[src/rtl/ssh_pkg.sv]
// shared types, constants and series coefficients for the stereo sine saturator
package ssh_pkg;

  localparam int SAMPLE_W   = 24;
  localparam int FRAC_W     = SAMPLE_W - 1;
  localparam int LP_W       = SAMPLE_W + 12;
  localparam int GAIN_W     = 19;
  localparam int COEF_W     = 17;
  localparam int CFG_IDX_W  = 3;
  localparam int CFG_DATA_W = GAIN_W;
  localparam int ANGLE_W    = 37;

  localparam logic [GAIN_W-1:0] GAIN_MAX = 19'd262144;
  localparam logic [COEF_W-1:0] Q16_ONE  = 17'd65536;

  localparam logic signed [32:0] SAT_MAX = (33'sd1 <<< FRAC_W) - 33'sd1;
  localparam logic signed [32:0] SAT_MIN = -(33'sd1 <<< FRAC_W);

  localparam logic [37:0]        TWO_PI_U  = 38'd6746518852;
  localparam logic [37:0]        PI_U      = 38'd3373259426;
  localparam logic signed [34:0] TWO_PI_S  = 35'sd6746518852;
  localparam logic signed [34:0] PI_S      = 35'sd3373259426;
  localparam logic signed [34:0] HALF_PI_S = 35'sd1686629713;

  localparam logic [2:0] SERIES_TOP = 3'd5;
  localparam logic [2:0] REDUCE_TOP = 3'd4;

  typedef enum logic [CFG_IDX_W-1:0] {
    REG_DRIVE_GAIN    = 3'd0,
    REG_HIGHPASS_COEF = 3'd1,
    REG_PRESENCE_MIX  = 3'd2,
    REG_OUTPUT_LEVEL  = 3'd3,
    REG_WET_MIX       = 3'd4
  } cfg_reg_e;

  typedef struct packed {
    logic [GAIN_W-1:0] gain;
    logic [COEF_W-1:0] coef;
    logic [COEF_W-1:0] pm;
    logic [COEF_W-1:0] lvl;
    logic [COEF_W-1:0] wet;
  } cfg_t;

  typedef struct packed {
    logic                       phase;
    logic signed [SAMPLE_W-1:0] right;
    logic signed [SAMPLE_W-1:0] left;
  } item_t;

  typedef struct packed {
    logic               start;
    logic [ANGLE_W-1:0] angle;
  } sinc_req_t;

  typedef struct packed {
    logic               done;
    logic signed [31:0] value;
  } sinc_rsp_t;

  function automatic logic signed [33:0] series_coef(input logic [2:0] idx);
    logic signed [33:0] c;
    unique case (idx)
      3'd0:    c = 34'sd1073741824;
      3'd1:    c = -34'sd178956971;
      3'd2:    c = 34'sd8947849;
      3'd3:    c = -34'sd213044;
      3'd4:    c = 34'sd2959;
      3'd5:    c = -34'sd27;
      default: c = '0;
    endcase
    return c;
  endfunction

endpackage

[src/rtl/ssh_sinc.sv]
// shared sin(a)/a unit: range reduction, series, restoring divide
module ssh_sinc (
  input  logic                clk_i,
  input  logic                rst_ni,
  input  ssh_pkg::sinc_req_t  req_i,
  output ssh_pkg::sinc_rsp_t  rsp_o
);
  import ssh_pkg::*;

  typedef enum logic [10:0] {
    S_IDLE    = 11'h001,
    S_REDUCE  = 11'h002,
    S_FOLD1   = 11'h004,
    S_FOLD2   = 11'h008,
    S_SQUARE  = 11'h010,
    S_SERIES  = 11'h020,
    S_ROUND   = 11'h040,
    S_SINMUL  = 11'h080,
    S_DIVINIT = 11'h100,
    S_DIV     = 11'h200,
    S_QOUT    = 11'h400
  } state_e;

  state_e state_q, state_d;
  logic [4:0] k_q, k_d;
  logic small_q, small_d, done_q, done_d;
  logic [37:0] rem_q, rem_d;
  logic signed [34:0] r_q, r_d;
  logic signed [33:0] w_q, w_d, p_q, p_d;
  logic signed [32:0] sn_q, sn_d;
  logic neg_q, neg_d;
  logic [29:0] quo_q, quo_d, nb_q, nb_d;
  logic [ANGLE_W-1:0] den_q, den_d;
  logic signed [31:0] res_q, res_d;

  logic signed [33:0] ma, mb;
  logic signed [67:0] prod, rnd30;
  logic signed [33:0] rnd30_w;
  logic [37:0] sub, trial;
  logic [32:0] mag;
  logic signed [34:0] p_rnd;

  assign prod    = ma * mb;
  assign rnd30   = (prod + 68'sd536870912) >>> 30;
  assign rnd30_w = rnd30[33:0];
  assign sub     = TWO_PI_U << k_q[2:0];
  assign trial   = {rem_q[36:0], nb_q[29]};
  assign mag     = sn_q[32] ? 33'(-sn_q) : 33'(sn_q);
  assign p_rnd   = (35'(p_q) + 35'sd2) >>> 2;

  assign rsp_o.done  = done_q;
  assign rsp_o.value = res_q;

  always_comb begin
    ma = '0;
    mb = '0;
    unique case (state_q)
      S_SQUARE: begin
        ma = 34'(r_q);
        mb = 34'(r_q);
      end
      S_SERIES: begin
        ma = p_q;
        mb = w_q;
      end
      S_SINMUL: begin
        ma = p_q;
        mb = 34'(r_q);
      end
      default: ;
    endcase
  end

  always_comb begin
    state_d = state_q;
    k_d     = k_q;
    small_d = small_q;
    done_d  = 1'b0;
    rem_d   = rem_q;
    r_d     = r_q;
    w_d     = w_q;
    p_d     = p_q;
    sn_d    = sn_q;
    neg_d   = neg_q;
    quo_d   = quo_q;
    nb_d    = nb_q;
    den_d   = den_q;
    res_d   = res_q;
    unique case (state_q)
      S_IDLE: begin
        if (req_i.start) begin
          den_d = req_i.angle;
          if (req_i.angle[ANGLE_W-1:30] == '0) begin
            r_d     = 35'(req_i.angle);
            small_d = 1'b1;
            state_d = S_SQUARE;
          end else begin
            rem_d   = 38'(req_i.angle);
            k_d     = 5'(REDUCE_TOP);
            small_d = 1'b0;
            state_d = S_REDUCE;
          end
        end
      end
      S_REDUCE: begin
        if (rem_q >= sub) begin
          rem_d = rem_q - sub;
        end
        k_d = k_q - 5'd1;
        if (k_q == 5'd0) begin
          state_d = S_FOLD1;
        end
      end
      S_FOLD1: begin
        r_d = (rem_q > PI_U) ? 35'(rem_q) - TWO_PI_S : 35'(rem_q);
        state_d = S_FOLD2;
      end
      S_FOLD2: begin
        if (r_q > HALF_PI_S) begin
          r_d = PI_S - r_q;
        end else if (r_q < -HALF_PI_S) begin
          r_d = -PI_S - r_q;
        end
        state_d = S_SQUARE;
      end
      S_SQUARE: begin
        w_d     = rnd30_w;
        p_d     = series_coef(SERIES_TOP);
        k_d     = 5'(SERIES_TOP - 3'd1);
        state_d = S_SERIES;
      end
      S_SERIES: begin
        p_d = series_coef(k_q[2:0]) + rnd30_w;
        k_d = k_q - 5'd1;
        if (k_q == 5'd0) begin
          state_d = small_q ? S_ROUND : S_SINMUL;
        end
      end
      S_ROUND: begin
        res_d   = 32'(p_rnd);
        done_d  = 1'b1;
        state_d = S_IDLE;
      end
      S_SINMUL: begin
        sn_d    = rnd30[32:0];
        state_d = S_DIVINIT;
      end
      S_DIVINIT: begin
        neg_d   = sn_q[32];
        rem_d   = 38'(mag >> 2);
        nb_d    = {mag[1:0], 28'd0};
        quo_d   = '0;
        k_d     = 5'd29;
        state_d = S_DIV;
      end
      S_DIV: begin
        if (trial >= {1'b0, den_q}) begin
          rem_d = trial - {1'b0, den_q};
          quo_d = {quo_q[28:0], 1'b1};
        end else begin
          rem_d = trial;
          quo_d = {quo_q[28:0], 1'b0};
        end
        nb_d = {nb_q[28:0], 1'b0};
        k_d  = k_q - 5'd1;
        if (k_q == 5'd0) begin
          state_d = S_QOUT;
        end
      end
      S_QOUT: begin
        res_d   = neg_q ? -32'(quo_q) : 32'(quo_q);
        done_d  = 1'b1;
        state_d = S_IDLE;
      end
      default: state_d = S_IDLE;
    endcase
  end

  always_ff @(posedge clk_i or negedge rst_ni) begin
    if (!rst_ni) begin
      state_q <= S_IDLE;
      done_q  <= 1'b0;
    end else begin
      state_q <= state_d;
      done_q  <= done_d;
    end
  end

  always_ff @(posedge clk_i) begin
    k_q     <= k_d;
    small_q <= small_d;
    rem_q   <= rem_d;
    r_q     <= r_d;
    w_q     <= w_d;
    p_q     <= p_d;
    sn_q    <= sn_d;
    neg_q   <= neg_d;
    quo_q   <= quo_d;
    nb_q    <= nb_d;
    den_q   <= den_d;
    res_q   <= res_d;
  end

endmodule

[config.mk]
export PLATFORM = sky130hd
export DESIGN_NAME = ssh_sinc
export DESIGN_NICKNAME = d
export VERILOG_FILES = /design/src/rtl/ssh_pkg.sv /design/src/rtl/ssh_sinc.sv
export SDC_FILE = /design/constraint.sdc
export NUM_CORES = 2
export LEC_CHECK = 0
export ABC_AREA = 1
export CAP_MARGIN = 15
export CELL_PAD_IN_SITES_DETAIL_PLACEMENT = 1
export CELL_PAD_IN_SITES_GLOBAL_PLACEMENT = 2
export CORE_ASPECT_RATIO = 0.5
export CORE_UTILIZATION = 45
export CTS_BUF_LIST = sky130_fd_sc_hd__clkbuf_2 sky130_fd_sc_hd__clkbuf_4 sky130_fd_sc_hd__clkbuf_8
export DETAILED_ROUTE_END_ITERATION = 8
export DONT_BUFFER_PORTS = 1
export GPL_ROUTABILITY_DRIVEN = 0
export GPL_TIMING_DRIVEN = 0
export PLACE_DENSITY = 0.94
export SLEW_MARGIN = 5
export SYNTH_ARGS = -nofsm -noshare
export SYNTH_HDL_FRONTEND = slang
export SYNTH_SLANG_ARGS = --single-unit
[constraint.sdc]
create_clock -name clk_i -period 23.2 [get_ports clk_i]
set_input_delay 4.64 -clock clk_i [delete_from_list [all_inputs] [get_ports clk_i]]
set_output_delay 4.64 -clock clk_i [all_outputs]
set_load 0.01 [all_outputs]
==> metrics list <==
- Synthesis handed over a netlist of 8044 instances.
- Worst min-delay path class: flip-flop to flip-flop
- Die height: 268 um
* H-tree levels: 2
* Most used cells in the layout excluding fill and tap cells: inv_1, nand2_1, fa_1, nor2_1, a21oi_1
- Summing all flip-flop and latch instances after layout gives 8770 um^2.
- Arrival time at the worst endpoint: 15.44 ns
- Die footprint: 143000 um^2
* Area growth syn-to-layout: 6.95%
- Required time of the worst setup path: 23.56 ns
* Sequential fraction of design power: 0.200
- The number of hold buffers added after CTS was 0.
* Share of the clock period used by the worst path after layout: 0.650
- Estimated wirelength of the detail-placed design: 234 mm
- The later pin in the worst-skew pair is clocked with a latency of 0.68 ns.
- Routing layer with the top usage in global route: met2
- The clock arrives with 0.0613 ns of skew.
* Routed vias: 57700
* Maximum number of pins on one net before global-route repair: 41
- Critical Path End Type: flip-flop
- Area of the mapped netlist: 63600 um^2
- Area of the core: 140000 um^2
- Type of element launching the critical path: flip-flop
- Counting along the longest clock path gives a buffer depth of 3.
* Total negative slack for setup checks: 0 ns
- Count of buffers added by post-CTS timing repair for setup: 0
- The critical path ends at p_q[30].
- Counting flops and latches in the post-synthesis netlist gives 294.
* Hold violation count in the final report: 0
- CP most frequent cell: fa_1
* Placement row count: 97
- Setup repair after global routing left no endpoint under its margin.
- Iteration-0 DRC Markers: 6036
- Of the total power, the share spent switching nets is 0.572.
* Slew Limit Headroom: 0.0456
- Worst Reg2Reg Path Length in Cells: 49
- The most critical setup path has its startpoint at state_q[8].
* Leftover overflow at the end of global routing: 0
- Averaged over all synthesized cells, the footprint is 7.91 um^2.
- Wire length per cell after detailed routing: 27.5 um
* Clock network fraction of design power: 0.122
* Flop-to-flop setup slack: 8.12 ns
- Vias per Instance: 5.72
- For this design the total switching power over the nets is 2.54 mW.
- Comb power frac: 0.678
- In this run the critical register-to-register path is launched from state_q[8].
- Count of buffers inserted at the top-level ports: 0
- The flow ran to the end, and the final reports show no timing, DRC or antenna violations.
* Final-layout worst hold slack: 0.467 ns
* Met2 track utilization from global routing: 0.579
- Final routed wirelength across all metal layers: 278 mm
* Slew at the pin with the worst max-slew slack: 1.43 ns
- Leaving out fill and tap cells, the most frequent cell in the layout is inv_1.
- In this run the power density over the cells is 65.1 nW/um^2.
- Internal power comes to 1.90 mW.
- For this run, design rule violations remaining after detail routing come to 0.
- Count of clock tree sinks: 294
- Maximum fanout along the worst path: 10
- The first detailed-routing pass ran for 7 iterations.
- The worst register-to-register path ends at p_q[30].
- Met3 Track Usage GR: 0.134
- Vias in the first global route: 60800
- Setup violations remaining at the end of the flow were counted as 0.
- Across the VDD grid, the largest voltage drop is 0.0000771 V.
* Yosys warning total: 0
- Measured along the x axis, the die boundary spans 534 um.
- Clock tree synthesis inserted a total of 53 buffers.
* Leakage: 35.4 nW
- Sequential area share after synthesis: 0.138
* Crit Path Category: flip-flop to flip-flop
- Final-layout fill cell count: 17400
- Clock transition time at the flip-flop clock pins of the worst setup and hold paths: 0.06 ns
- The multi-input combinational cells in the finished layout cover a total of 45800 um^2.
- For this configuration, the core starts out at a cell density of 0.454.
- Final period demand of the worst path: 15.08 ns
- Number of antenna violations at the first check in global routing: 17
- Among all flip-flop cells after synthesis, the most frequent one is edfxtp_1.
* Total track usage: 0.393
- Critical-path top delay cell: xor2_1
- Max-slew violation total from the final report: 0
- Layout cell share with drive strength beyond 1: 0.0348
- Counting flops with a built-in enable in the synthesized netlist gives 282.
- Delay contributed by the slowest stage of the critical path: 0.98 ns
- Top-level port count: 73
* Clock Tree Root: clkbuf_8
- Once the clock tree was built, the resizer swapped 0 gates to a different size.
- The first global-routing pass estimated 405 mm of wire.
* Remaining antenna violation count: 0
- The number of nets in the synthesized netlist is 9625.
* CTS tree: done
* Post-synthesis async set-or-reset flop share: 0.0408
- Nets@finish: 9737
* Library cells used by synthesis: 71
- Peak Freq: 0.0663 GHz
- Met1 track demand over resource: 0.509
- The tool flagged a number of max-cap violations equal to 0.
==> cell usage after synthesis (6+ instances only) <==
| library cell | n | share of area |
|---|---|---|
| o21bai_1 | 9 | 0.0011 |
| a21o_1 | 14 | 0.0017 |
| buf_1 | 16 | 0.00094 |
| o21a_1 | 25 | 0.0030 |
| a22oi_1 | 6 | 0.00071 |
| xnor2_1 | 46 | 0.0063 |
| nand3b_1 | 9 | 0.0011 |
| nor3_1 | 91 | 0.0072 |
| nand2_1 | 1868 | 0.11 |
| a31oi_1 | 18 | 0.0018 |
| fa_1 | 1194 | 0.38 |
| xor2_1 | 78 | 0.011 |
| o211ai_1 | 51 | 0.0060 |
| o2111ai_1 | 6 | 0.00083 |
| a21oi_1 | 365 | 0.029 |
| inv_2 | 8 | 0.00047 |
| clkinv_1 | 8 | 0.00047 |
| o221ai_1 | 22 | 0.0030 |
| nand2_2 | 11 | 0.0011 |
| nand3_1 | 192 | 0.015 |
| o21ai_1 | 46 | 0.0036 |
| inv_1 | 2147 | 0.13 |
| a221oi_1 | 6 | 0.00083 |
| ha_1 | 347 | 0.068 |
| edfxtp_1 | 282 | 0.13 |
| o21ai_0 | 275 | 0.022 |
| dfrtp_1 | 11 | 0.0043 |
| nor4_1 | 21 | 0.0021 |
| a21boi_0 | 8 | 0.00094 |
| clkbuf_1 | 249 | 0.015 |
| o31ai_1 | 11 | 0.0013 |
| o22ai_1 | 25 | 0.0025 |
| buf_2 | 7 | 0.00055 |
| nor2_1 | 410 | 0.024 |
| nand4_1 | 43 | 0.0042 |
| or2_2 | 58 | 0.0057 |
==> per-layer routing <==
metal  wire [um]  up-vias
met5          89        -
met4       17900        8
met3       37100      854
met2      115000     3356
met1      108000    29100
li1            -    24300
==> cell families (layout without fill, tap and decap cells) <==
logic type	after synthesis	count (layout)	share of synthesized area
AND/OR/NAND/NOR	2724	2724	0.174
other	0	12	0
flip-flops	294	294	0.138
XOR/XNOR	124	124	0.0171
adder cells (fa/ha/maj)	1541	1541	0.444
AO/OA/AOI/OAI	923	923	0.0826
buffers and inverters	2438	2590	0.144
==> flip-flops by register name (all words and copies together), names as in the netlist <==
register	count
r_q	35
den_q	37
state_q	11
quo_q	30
small_q	1
sn_q	33
res_q	32
rem_q	38
neg_q	1
w_q	34
k_q	5
nb_q	2
p_q	34
done_q	1
==> through the flow <==
step	worst slack, ns	instances	total power [mW]	util	instance area, um^2
CTS	8.29	10100	4.31	0.484	67800
floorplan	12.57	8044	2.66	-	63600
global placement	8.20	9925	3.66	0.471	66000
detailed placement	8.42	9965	3.75	0.476	66700
finish	8.12	10100	4.43	0.486	68000
global route	7.37	10100	4.68	0.485	68000
==> critical path: cells and delay by family, from the launching register on <==
family                     cells  cell delay, ns
AOI/OAI and AO/OA             14            4.36
xor gates and xnor gates       1            0.98
adders and majority gates     10            5.04
buffers and inverters         11            2.31
DFF                            1            0.46
and+or+nand+nor               13            1.57
==> power by group through the flow <==
stage / clock network, mW / registers, mW / logic (mW)
2_1_floorplan: 0 / 0.823 / 1.83
3_3_place_gp: 0 / 0.898 / 2.77
3_5_place_dp: 0 / 0.888 / 2.86
4_1_cts: 0.542 / 0.877 / 2.89
5_1_grt: 0.558 / 0.892 / 3.23
6_report: 0.541 / 0.888 / 3.00
==> worst min path at each step <==
stage | start | endpoint | cells past startpoint | slack (ns)
6_report | small_q | state_q[7] | 1 | 0.47
5_1_grt | small_q | state_q[7] | 1 | 0.48
4_1_cts | small_q | state_q[7] | 1 | 0.47
3_5_place_dp | small_q | state_q[7] | 1 | 0.46
3_3_place_gp | small_q | state_q[7] | 1 | 0.45
2_1_floorplan | small_q | state_q[7] | 1 | 0.40
==> area by class of cell <==
| cell class | instances | area share |
|---|---|---|
| Inverter | 2163 | 0.119 |
| Multi-Input combinational cell | 5312 | 0.674 |
| Sequential cell | 294 | 0.129 |
| Antenna cell | 12 | 0.000442 |
| Timing Repair Buffer | 57 | 0.0111 |
| Buffer | 275 | 0.0155 |
| Tap cell | 1881 | 0.0346 |
| Clock buffer | 69 | 0.0128 |
| Clock inverter | 26 | 0.00357 |
Power figures use the tool's default switching activity.
