<file path="config.mk">
export PLATFORM = sky130hd
export DESIGN_NAME = ssh_front
export DESIGN_NICKNAME = d
export VERILOG_FILES = /design/src/rtl/ssh_pkg.sv /design/src/rtl/ssh_front.sv
export SDC_FILE = /design/constraint.sdc
export NUM_CORES = 1
export LEC_CHECK = 0
export ABC_AREA = 1
export BUFFER_PORTS_ARGS = -buffer_cell sky130_fd_sc_hd__buf_2
export CAP_MARGIN = 25
export CORE_ASPECT_RATIO = 0.5
export CORE_MARGIN = 2
export CORE_UTILIZATION = 52
export CTS_CLUSTER_SIZE = 20
export DETAILED_ROUTE_END_ITERATION = 8
export PLACE_DENSITY = 0.79
export REMOVE_ABC_BUFFERS = 1
export SLEW_MARGIN = 20
export SYNTH_ARGS = -nofsm -noshare
export SYNTH_HDL_FRONTEND = slang
export SYNTH_SLANG_ARGS = --single-unit
</file>
<file path="constraint.sdc">
create_clock -name clk_i -period 4.1 [get_ports clk_i]
set_clock_uncertainty 0.15 [all_clocks]
set_input_delay 0.41 -clock clk_i [delete_from_list [all_inputs] [get_ports clk_i]]
set_output_delay 0.41 -clock clk_i [all_outputs]
set_load 0.01 [all_outputs]
</file>
<file path="src/rtl/ssh_pkg.sv">
// shared types, constants and series coefficients for the stereo sine saturator
package ssh_pkg;

  localparam int SAMPLE_W   = 24;
  localparam int FRAC_W     = SAMPLE_W - 1;
  localparam int LP_W       = SAMPLE_W + 12;
  localparam int GAIN_W     = 19;
  localparam int COEF_W     = 17;
  localparam int CFG_IDX_W  = 3;
  localparam int CFG_DATA_W = GAIN_W;
  localparam int ANGLE_W    = 37;

  localparam logic [GAIN_W-1:0] GAIN_MAX = 19'd262144;
  localparam logic [COEF_W-1:0] Q16_ONE  = 17'd65536;

  localparam logic signed [32:0] SAT_MAX = (33'sd1 <<< FRAC_W) - 33'sd1;
  localparam logic signed [32:0] SAT_MIN = -(33'sd1 <<< FRAC_W);

  localparam logic [37:0]        TWO_PI_U  = 38'd6746518852;
  localparam logic [37:0]        PI_U      = 38'd3373259426;
  localparam logic signed [34:0] TWO_PI_S  = 35'sd6746518852;
  localparam logic signed [34:0] PI_S      = 35'sd3373259426;
  localparam logic signed [34:0] HALF_PI_S = 35'sd1686629713;

  localparam logic [2:0] SERIES_TOP = 3'd5;
  localparam logic [2:0] REDUCE_TOP = 3'd4;

  typedef enum logic [CFG_IDX_W-1:0] {
    REG_DRIVE_GAIN    = 3'd0,
    REG_HIGHPASS_COEF = 3'd1,
    REG_PRESENCE_MIX  = 3'd2,
    REG_OUTPUT_LEVEL  = 3'd3,
    REG_WET_MIX       = 3'd4
  } cfg_reg_e;

  typedef struct packed {
    logic [GAIN_W-1:0] gain;
    logic [COEF_W-1:0] coef;
    logic [COEF_W-1:0] pm;
    logic [COEF_W-1:0] lvl;
    logic [COEF_W-1:0] wet;
  } cfg_t;

  typedef struct packed {
    logic                       phase;
    logic signed [SAMPLE_W-1:0] right;
    logic signed [SAMPLE_W-1:0] left;
  } item_t;

  typedef struct packed {
    logic               start;
    logic [ANGLE_W-1:0] angle;
  } sinc_req_t;

  typedef struct packed {
    logic               done;
    logic signed [31:0] value;
  } sinc_rsp_t;

  function automatic logic signed [33:0] series_coef(input logic [2:0] idx);
    logic signed [33:0] c;
    unique case (idx)
      3'd0:    c = 34'sd1073741824;
      3'd1:    c = -34'sd178956971;
      3'd2:    c = 34'sd8947849;
      3'd3:    c = -34'sd213044;
      3'd4:    c = 34'sd2959;
      3'd5:    c = -34'sd27;
      default: c = '0;
    endcase
    return c;
  endfunction

endpackage

</file>
<file path="src/rtl/ssh_front.sv">
// input stage: takes stereo beats, tags each with its lowpass phase, two-entry queue
module ssh_front (
  input  logic          clk_i,
  input  logic          rst_ni,
  input  logic          in_valid_i,
  output logic          in_ready_o,
  input  logic [47:0]   in_data_i,
  output logic          item_valid_o,
  output ssh_pkg::item_t item_o,
  input  logic          pop_i
);
  import ssh_pkg::*;

  item_t      mem_q [2];
  logic       wr_ptr_q, rd_ptr_q, phase_q;
  logic [1:0] cnt_q;
  logic       push;

  assign in_ready_o   = (cnt_q != 2'd2);
  assign push         = in_valid_i && in_ready_o;
  assign item_valid_o = (cnt_q != 2'd0);
  assign item_o       = mem_q[rd_ptr_q];

  always_ff @(posedge clk_i or negedge rst_ni) begin
    if (!rst_ni) begin
      wr_ptr_q <= 1'b0;
      rd_ptr_q <= 1'b0;
      phase_q  <= 1'b0;
      cnt_q    <= 2'd0;
    end else begin
      if (push) begin
        wr_ptr_q <= ~wr_ptr_q;
        phase_q  <= ~phase_q;
      end
      if (pop_i) begin
        rd_ptr_q <= ~rd_ptr_q;
      end
      cnt_q <= cnt_q + {1'b0, push} - {1'b0, pop_i};
    end
  end

  always_ff @(posedge clk_i) begin
    if (push) begin
      mem_q[wr_ptr_q] <= '{phase: phase_q,
                           right: in_data_i[2*SAMPLE_W-1:SAMPLE_W],
                           left:  in_data_i[SAMPLE_W-1:0]};
    end
  end

endmodule

</file>
==> results of run 1 <==
==> placed cells by master, fill, tap and decap left out, drive strengths merged <==
master / synthesis / final
inv: 6 / 6
ha: 1 / 1
clkinv: 0 / 4
nand3: 1 / 1
mux2: 49 / 49
a21oi: 1 / 1
dlygate4sd3: 0 / 1
nor2: 3 / 3
xor2: 2 / 2
buf: 6 / 106
nand2: 10 / 10
edfxtp: 98 / 98
nand3b: 1 / 1
dfrtp: 5 / 5
clkbuf: 0 / 10
==> worst min-delay path by stage <==
stage	from	end	slack, ns	depth (start not counted)
final	in_data_i[39]	mem_q[0][39]$_DFFE_PP_	0.11	1
after floorplan	rst_ni	cnt_q[0]$_DFF_PN0_	-0.04	0
after global routing	in_data_i[0]	mem_q[1][0]$_DFFE_PP_	0.09	1
after CTS	in_data_i[0]	mem_q[1][0]$_DFFE_PP_	0.09	1
after global placement	rst_ni	cnt_q[1]$_DFF_PN0_	0.08	1
after detailed placement	rst_ni	cnt_q[0]$_DFF_PN0_	0.08	1
==> worst max-delay path, cell delays in order (launching register included) <==
cell	delay (ns)
dfrtp_4	1.03
mux2_4	0.37
buf_2	0.14
==> logic make-up after synthesis <==
logic type,share of synthesized area
DFF,0.7605
muxes,0.1824
xor gates and xnor gates,0.004343
AOI/OAI and AO/OA,0.001240
and+or+nand+nor,0.01520
buffers and inverters,0.03319
adders and majority gates,0.003101
==> area by class of cell <==
cell class                 count  area, µm²  share of cell area
clock inverter                 4      15.01            0.003071
multi-input combinational     68      847.1              0.1733
tap                           96      120.1             0.02457
inverter                       6      22.52            0.004607
sequential                   103       3072              0.6284
clock buffer                  10      229.0             0.04684
timing repair buffer         107      583.1              0.1193
==> flip-flops by register name, summed over array words and instances, names as in the netlist <==
register	count
wr_ptr_q	1
mem_q	98
cnt_q	2
phase_q	1
rd_ptr_q	1
==> metrics by stage <==
step	setup slack [ns]	total power, W	util	hold WS [ns]
after global routing	1.542	0.003576	0.6577	0.09344
final	1.646	0.003404	0.6577	0.1147
after detailed placement	1.661	0.002698	0.6172	0.08346
after global placement	1.728	0.002664	0.6172	0.07762
after floorplan	0.7109	0.002359	-	-0.03559
after CTS	1.617	0.003416	0.6513	0.09318
==> report_power, final <==
part | internal [W] | switching [W] | leakage (nW) | total [W]
Clock | 0.000396 | 0.000316 | 0.118 | 0.000712
Sequential | 0.00144 | 0.000198 | 0.968 | 0.00164
Combinational | 0.000603 | 0.000448 | 0.925 | 0.00105
Total | 0.00244 | 0.000962 | 2.01 | 0.00340
==> routing by layer <==
layer	wire length (µm)	share of wire	GRT usage	vias up
met5	0	0	0	-
met4	72	0.011	0.06522	0
met3	267	0.042	0.06149	8
met2	3374	0.53	0.2660	47
met1	2595	0.41	0.1693	947
li1	-	-	-	926
==> what timing repair did <==
item / 4_1_cts / 5_1_grt
buffers inserted: 0 / 0
setup endpoints to repair: 0 / 0
endpoints found under the hold margin: 5 / 0
hold buffers: 1 / 0
==> impl_metrics.json, run 1 <==
{
  "drt_iter0_drc": 143,
  "reg2reg_to": "mem_q[1][6]$_DFFE_PP_",
  "viasPerCell": 4.893,
  "finalWeightedCongestion": 0.7665,
  "die_area_mm2": 0.008521,
  "cp_data_required_time_ns": 3.54,
  "ys.flop_type": "edfxtp_1",
  "synth_common_cells": "edfxtp_1 (98), mux2_4 (49), nand2_1 (10), inv_1 (6)",
  "synth_cells": 183,
  "yosysWarnings": 0,
  "netlist_top_cells_area": "edfxtp_1 (73%), mux2_4 (18%), dfrtp_1 (3.1%), buf_12 (2.5%), nand2_1 (0.93%)",
  "htreeDepth": 3,
  "fin_area_mm2": 0.004888,
  "hpwl_um": 4352,
  "rows": 22,
  "nets": 348,
  "status": "finished, final reports clean",
  "max-slew-margin-rel": 0.3924,
  "synth.avg_cell_area_um2": 22.04,
  "stdcell_count": 394,
  "cts_buffers": 9,
  "crit_path_end": "item_o[47]",
  "reg2reg_slack_ns": 2.04,
  "crit_path_end_kind": "output pin",
  "numClockSinks": 103,
  "fp.coreArea_mm2": 0.007432,
  "setup_viol": 0,
  "grt_overflow_total": 0,
  "synth_top_area_cell": "edfxtp_1",
  "hold_viol": 0,
  "fmaxAchievable_mhz": 407.6,
  "fin_crit_ns": 2.454,
  "final_max_slew_viol_count": 0,
  "worstSetupStartpoint": "rd_ptr_q$_DFFE_PN0P_",
  "synth_area_mm2": 0.004034,
  "drive_gt1_frac": 0.5604,
  "tightest_slew_ns": 0.9114,
  "syn2layout_area_growth_pct": 21.18,
  "grtUsageTotal": 0.1527,
  "ys_async_sr_fraction": 0.04854,
  "drt-total-wl_um": 6309,
  "synth_edf_count": 98,
  "wl_per_cell_um": 16.01,
  "arrival_ns": 1.89,
  "die_w_um": 128.6,
  "grt_pass1_vias": 1847,
  "place_inst": 377,
  "ys_seq_elements": 103,
  "io_pins": 103,
  "p_leak_nw": 2.011,
  "placed_cell_area_mm2": 0.004587,
  "n_fill_cell": 500,
  "synth_top_area_frac": 0.7295,
  "initial_core_util": 0.5428,
  "maxCapViolCount": 0,
  "vias": 1928,
  "grt_max_degree": 51,
  "finalCritPeriodShare": 0.5984,
  "worstPathMaxFanout": 50,
  "port_buffers": 102,
  "critPathKind": "register to output pin",
  "worstSkewPairLatency_ns": 0.33,
  "setup_tns_ns": 0,
  "synth_most_common_cell": "edfxtp_1",
  "r2r_start": "cnt_q[1]$_DFF_PN0_",
  "drt-pass1-iter-count": 4,
  "antenna_left": 0,
  "die_h_um": 66.28,
  "root_buffer": "clkbuf_16",
  "cp-start-kind": "register",
  "antenna_found_initial": 0,
  "r2r_cells": 4,
  "n_antenna_cell": 0,
  "grt_first_pass_wirelength_um": 9197,
  "cts_buffer_depth": 2,
  "peakVddDrop_v": 0.0004254,
  "cts_resized": 0,
  "holdCritPathClass": "input pin to register",
  "cts_tree": "built",
  "ys_seq_area_frac": 0.7605,
  "power_density_mw_per_mm2": 696.3,
  "drc": 0,
  "synthDistinctLibCells": 13,
  "rsz0062_at_grt": "no",
  "clk_pin_slew_worst_paths_ns": 0.06
}
(Power assumes the default switching activity.)
==> inputs of run 2 (changes only) <==
--- a/config.mk
+++ b/config.mk
@@ -10,10 +10,10 @@
 export CAP_MARGIN = 25
 export CORE_ASPECT_RATIO = 0.5
 export CORE_MARGIN = 2
-export CORE_UTILIZATION = 52
+export CORE_UTILIZATION = 47
 export CTS_CLUSTER_SIZE = 20
 export DETAILED_ROUTE_END_ITERATION = 8
-export PLACE_DENSITY = 0.79
+export PLACE_DENSITY = 0.75
 export REMOVE_ABC_BUFFERS = 1
 export SLEW_MARGIN = 20
 export SYNTH_ARGS = -nofsm -noshare
==> constraint.sdc (replaced) <==
create_clock -name clk_i -period 2.14 [get_ports clk_i]
set_clock_uncertainty 0.15 [all_clocks]
set_input_delay 0.214 -clock clk_i [delete_from_list [all_inputs] [get_ports clk_i]]
set_output_delay 0.214 -clock clk_i [all_outputs]
set_load 0.01 [all_outputs]
==> run 2 against run 1 <==
Sequential power rose by 78%. Via count rose by 11%. Worst hold slack got worse by 0.076 ns. Critical endpoint is now item_o[21]. Cell count rose by 18%. Critical path type unchanged. Routed wire length rose by 15%. Largest cell class unchanged.
==> impl_metrics.json, run 2 (same netlist as run 1, synthesis figures left out) <==
{
  "place_inst": 397,
  "cp_data_required_time_ns": 1.78,
  "fin_area_mm2": 0.005469,
  "rows": 23,
  "setup_tns_ns": 0,
  "holdCritPathClass": "input pin to register",
  "io_pins": 103,
  "cts_buffers": 9,
  "crit_path_top_delay_cell": "dfrtp_4",
  "max-slew-margin-rel": 0.7602,
  "min_delay_path_depth": 3,
  "die_area_mm2": 0.009385,
  "nets": 399,
  "totalPowerFinal_w": 0.006931,
  "peakVddDrop_v": 0.0005858,
  "n_antenna_cell": 0,
  "antenna_left": 0,
  "die_h_um": 69.51,
  "worstPathMaxFanout": 25,
  "fp.coreArea_mm2": 0.008173,
  "layout_common_cells": "buf_2 (102), edfxtp_1 (98), dlygate4sd3_1 (50)",
  "layout_commonest_cell": "buf_2",
  "wl_per_cell_um": 15.66,
  "final_max_slew_viol_count": 0,
  "placed_cell_area_mm2": 0.004662,
  "fmaxAchievable_mhz": 537.7,
  "clk_pin_slew_worst_paths_ns": 0.06,
  "biggestRegsByFlops": "mem_q (98), cnt_q (2)",
  "p_leak_nw": 2.257,
  "finalWeightedCongestion": 0.6682,
  "maxCapViolCount": 0,
  "viasPerCell": 4.641,
  "arrival_ns": 1.50,
  "drive_gt1_frac": 0.4929,
  "worstSkewPairLatency_ns": 0.33,
  "p_int_w": 0.005012,
  "reg2reg_slack_ns": 0.36,
  "grt_max_degree": 28,
  "drt-pass1-iter-count": 4,
  "utilization": 0.6692,
  "critPathKind": "register to output pin",
  "cts_buffer_depth": 2,
  "cts_setup_buffers": 0,
  "fin_crit_ns": 1.860,
  "cts_tree": "built",
  "r2r_cells": 11,
  "n_fill_cell": 569,
  "largest_reg_flops": 98,
  "largest-register": "mem_q",
  "r2r_start": "cnt_q[0]$_DFF_PN0_",
  "die_w_um": 135.0,
  "hold_end": "wr_ptr_q$_DFFE_PN0P_",
  "stdcell_count": 463,
  "numClockSinks": 103,
  "drt-total-wl_um": 7251,
  "max_stage_delay_ns": 0.50,
  "grt_first_pass_wirelength_um": 11440,
  "tightest_slew_ns": 0.3597,
  "p_clk_frac": 0.239,
  "grt_pass1_vias": 2383,
  "vias": 2149,
  "status": "finished, final reports clean",
  "htreeDepth": 3,
  "hold_viol": 0,
  "hpwl_um": 4782,
  "port_buffers": 102,
  "cp_cell_sequence": "buf_12, mux2_4, buf_2",
  "hp-start": "in_valid_i",
  "crit_path_end_kind": "output pin",
  "reg2reg_to": "cnt_q[1]$_DFF_PN0_",
  "cts_resized": 0,
  "grtUsageTotal": 0.1636,
  "finalCritPeriodShare": 0.8690,
  "cp-start-kind": "register",
  "root_buffer": "clkbuf_16",
  "seqPwrFrac": 0.421,
  "setup_viol": 0,
  "swShare": 0.2769,
  "rsz0062_at_grt": "no",
  "grt_overflow_total": 0,
  "drc": 0,
  "drt_iter0_drc": 126,
  "syn2layout_area_growth_pct": 35.58,
  "initial_core_util": 0.4936,
  "power.switching_w": 0.001920,
  "power_density_mw_per_mm2": 1267,
  "antenna_found_initial": 0,
  "pwr-share-comb": 0.340
}
==> run 2: cell types whose count changed in the layout (fill, tap and decap cells not counted), sizes merged <==
cell and delta:
dlygate4sd3 +49, bufinv +2, clkinv -2, buf +2
clkbuf +2
==> run 2: layout make-up <==
type / instances / area [µm²] / share of cell area
sequential: 103 / 3072 / 0.5617
timing repair buffer: 158 / 1081 / 0.1977
multi-input combinational: 68 / 847.1 / 0.1549
inverter: 6 / 22.52 / 0.004118
clock inverter: 4 / 70.07 / 0.01281
clock buffer: 12 / 236.5 / 0.04324
tap: 112 / 140.1 / 0.02562
==> run 2: worst max-delay path by stage <==
stage	slack, ns	start	endpoint
detailed placement	0.40	cnt_q[1]$_DFF_PN0_	mem_q[1][31]$_DFFE_PP_
global placement	0.50	cnt_q[1]$_DFF_PN0_	mem_q[1][10]$_DFFE_PP_
CTS	0.26	rd_ptr_q$_DFFE_PN0P_	item_o[21]
global route	0.23	cnt_q[0]$_DFF_PN0_	cnt_q[1]$_DFF_PN0_
floorplan	-1.25	cnt_q[1]$_DFF_PN0_	mem_q[1][0]$_DFFE_PP_
finish	0.28	rd_ptr_q$_DFFE_PN0P_	item_o[21]
==> run 2: metal layers <==
layer	vias to the layer above	track usage	wire, µm
li1	1028	-	-
met1	1066	0.1789	2861
met2	47	0.2995	4015
met3	8	0.04898	312
met4	0	0.06481	61
met5	-	0	0
==> run 2: critical path: cells and delay by family, from the launching register on <==
kind / cells / cell delay (ns)
multiplexers: 1 / 0.32
flip-flops: 1 / 0.50
buffers and inverters: 2 / 0.33
==> run 2: power groups by stage <==
| stage | registers (W) | logic [W] | clock network (W) |
|---|---|---|---|
| final | 0.00292 | 0.00235 | 0.00166 |
| after global routing | 0.00296 | 0.00251 | 0.00178 |
| after CTS | 0.00292 | 0.00239 | 0.00171 |
| after detailed placement | 0.00297 | 0.00231 | 0 |
| after global placement | 0.00293 | 0.00226 | 0 |
| after floorplan | 0.00312 | 0.00140 | 0 |
==> run 2: metrics by stage <==
step                hold slack, ns  setup slack, ns
floorplan                  -0.2316           -1.249
global placement           -0.1189           0.5012
detailed placement         -0.1118           0.4045
CTS                        0.01569           0.2593
global route               0.06458           0.2316
finish                     0.03903           0.2802
==> run 2: repair_timing <==
| item | 4_1_cts | 5_1_grt |
|---|---|---|
| hold buffers | 50 | 0 |
| hold endpoints to repair | 102 | 0 |
| endpoints found under the setup margin | 0 | 0 |
==> inputs of run 3 (changes only) <==
--- a/config.mk
+++ b/config.mk
@@ -13,8 +13,10 @@
 export CORE_UTILIZATION = 47
 export CTS_CLUSTER_SIZE = 20
 export DETAILED_ROUTE_END_ITERATION = 8
+export MAX_ROUTING_LAYER = met4
 export PLACE_DENSITY = 0.75
 export REMOVE_ABC_BUFFERS = 1
+export SETUP_SLACK_MARGIN = 0.5
 export SLEW_MARGIN = 20
 export SYNTH_ARGS = -nofsm -noshare
 export SYNTH_HDL_FRONTEND = slang
==> run 3 against run 2 <==
Sequential share of layout area fell by 0.58 points. Cell count up 0.65%. Critical endpoint unchanged. Routed wire length up 0.91%. Critical path depth unchanged. Sequential power is essentially flat. Final area increased by 1.1%. Non-clock buffer count up 3. Global-route usage grew 0.62 points. Setup slack worse by 0.0030 ns. Worst hold slack improved by 0.031 ns. Critical path type unchanged. Die area did not move.
==> impl_metrics.json, run 3 (same netlist as run 1, synthesis figures left out) <==
{
  "status": "finished, final reports clean",
  "hpwl_um": 4782,
  "die_w_um": 135.0,
  "nets": 402,
  "rsz0062_at_grt": "yes",
  "grt_first_pass_wirelength_um": 11560,
  "drc": 0,
  "peakVddDrop_v": 0.0006312,
  "io_pins": 103,
  "htreeDepth": 3,
  "reg2reg_slack_ns": 0.58,
  "setup_viol": 0,
  "crit_path_end_kind": "output pin",
  "power.switching_w": 0.001964,
  "drive_gt1_frac": 0.5169,
  "cp-start-kind": "register",
  "final_max_slew_viol_count": 0,
  "tightest_slew_ns": 0.3516,
  "grtUsageTotal": 0.1698,
  "p_int_w": 0.005063,
  "power_density_mw_per_mm2": 1272,
  "initial_core_util": 0.4936,
  "placed_cell_area_mm2": 0.004662,
  "cts_buffers": 9,
  "largest_reg_flops": 98,
  "cts_buffer_depth": 2,
  "die_h_um": 69.51,
  "die_area_mm2": 0.009385,
  "fin_area_mm2": 0.005527,
  "p_leak_nw": 2.279,
  "totalPowerFinal_w": 0.007027,
  "arrival_ns": 1.50,
  "n_antenna_cell": 0,
  "finalCritPeriodShare": 0.8705,
  "finalWeightedCongestion": 0.6746,
  "holdCritPathClass": "input pin to async pin",
  "clk_pin_slew_worst_paths_ns": 0.06,
  "max_stage_delay_ns": 0.50,
  "fp.coreArea_mm2": 0.008173,
  "p_clk_frac": 0.237,
  "grt_overflow_total": 0,
  "cp_cell_sequence": "buf_12, mux2_4, buf_2",
  "viasPerCell": 4.609,
  "cp_data_required_time_ns": 1.78,
  "fin_crit_ns": 1.863,
  "worstSkewPairLatency_ns": 0.33,
  "worstPathMaxFanout": 25,
  "maxCapViolCount": 0,
  "register_area_mm2": 0.003072,
  "crit_path_top_delay_cell": "dfrtp_4",
  "swShare": 0.2795,
  "pwr-share-comb": 0.347,
  "multiInputGateArea_um2": 874.6,
  "seqPwrFrac": 0.417,
  "layout_commonest_cell": "buf_2",
  "biggestRegsByFlops": "mem_q (98), cnt_q (2)",
  "antenna_left": 0,
  "drt-total-wl_um": 7317,
  "layout_common_cells": "buf_2 (102), edfxtp_1 (98), dlygate4sd3_1 (50)",
  "utilization": 0.6762,
  "cts_tree": "built",
  "rows": 23,
  "antenna_found_initial": 0,
  "largest-register": "mem_q",
  "drt-pass1-iter-count": 4,
  "numClockSinks": 103,
  "grt_max_degree": 28,
  "port_buffers": 102,
  "wl_per_cell_um": 15.70,
  "max-slew-margin-rel": 0.7656,
  "hold_viol": 0,
  "vias": 2148,
  "drt_iter0_drc": 122,
  "n_fill_cell": 562,
  "critPathKind": "register to output pin",
  "root_buffer": "clkbuf_16",
  "syn2layout_area_growth_pct": 37.00,
  "grt_pass1_vias": 2393,
  "fmaxAchievable_mhz": 536.8
}
## run 3: cell types whose count changed in the layout (fill, tap and decap cells not counted), sizes merged
cell  before  now
buf      108  111
## run 3: layer usage
metal | global-route usage | vias to the layer above | share of wire
met3 | 0.04898 | 8 | 0.042
met4 | 0.06481 | 0 | 0.0083
met2 | 0.3006 | 47 | 0.56
met1 | 0.1818 | 1061 | 0.39
li1 | - | 1032 | -
met5 | - | - | 0
## run 3: timing repair
item	4_1_cts	5_1_grt
pin swaps	0	1
setup endpoints to repair	148	122
endpoints found under the hold margin	102	0
setup buffers	0	3
resized for setup	4	7
hold buffers	50	0
## run 3: layout make-up
type                       count  area share
inverter                       6    0.004075
multi-input combinational     68      0.1583
sequential                   103      0.5558
tap                          112     0.02536
timing repair buffer         161      0.2010
clock buffer                  12     0.04279
clock inverter                 4     0.01268
## run 3: final timing paths
check / start / endpoint / depth (start not counted)
worst max-delay path: rd_ptr_q$_DFFE_PN0P_ / item_o[21] / 3
min in group clk_i: in_valid_i / wr_ptr_q$_DFFE_PN0P_ / 3
max in group asynchronous: rst_ni / rd_ptr_q$_DFFE_PN0P_ / 2
worst min-delay path: rst_ni / wr_ptr_q$_DFFE_PN0P_ / 2
worst max register to register: cnt_q[1]$_DFF_PN0_ / mem_q[0][8]$_DFFE_PP_ / 4
worst min register to register: phase_q$_DFFE_PN0P_ / mem_q[0][48]$_DFFE_PP_ / 0
## run 3: through the flow
| step | worst slack [ns] | hold slack [ns] | std cells | TNS, ns |
|---|---|---|---|---|
| global route | 0.2319 | 0.05899 | 466 | 0 |
| finish | 0.2772 | 0.06981 | 466 | 0 |
| CTS | 0.2593 | 0.04874 | 463 | 0 |
| detailed placement | 0.4045 | -0.1118 | 397 | 0 |
| floorplan | -1.249 | -0.2316 | 177 | -147.82 |
| global placement | 0.5012 | -0.1189 | 397 | 0 |
## run 3: worst max-delay path, delay by kind of cell, from the launching register on
family	cells	cell delay [ns]
DFF	1	0.50
buffers and inverters	2	0.33
muxes	1	0.32
## run 3: power by group through the flow
stage                     Clock (W)  Combinational (W)  Sequential [W]
after floorplan                   0            0.00140         0.00312
after global placement            0            0.00226         0.00293
after detailed placement          0            0.00231         0.00297
after CTS                   0.00171            0.00241         0.00292
after global routing        0.00179            0.00260         0.00297
final                       0.00166            0.00244         0.00293
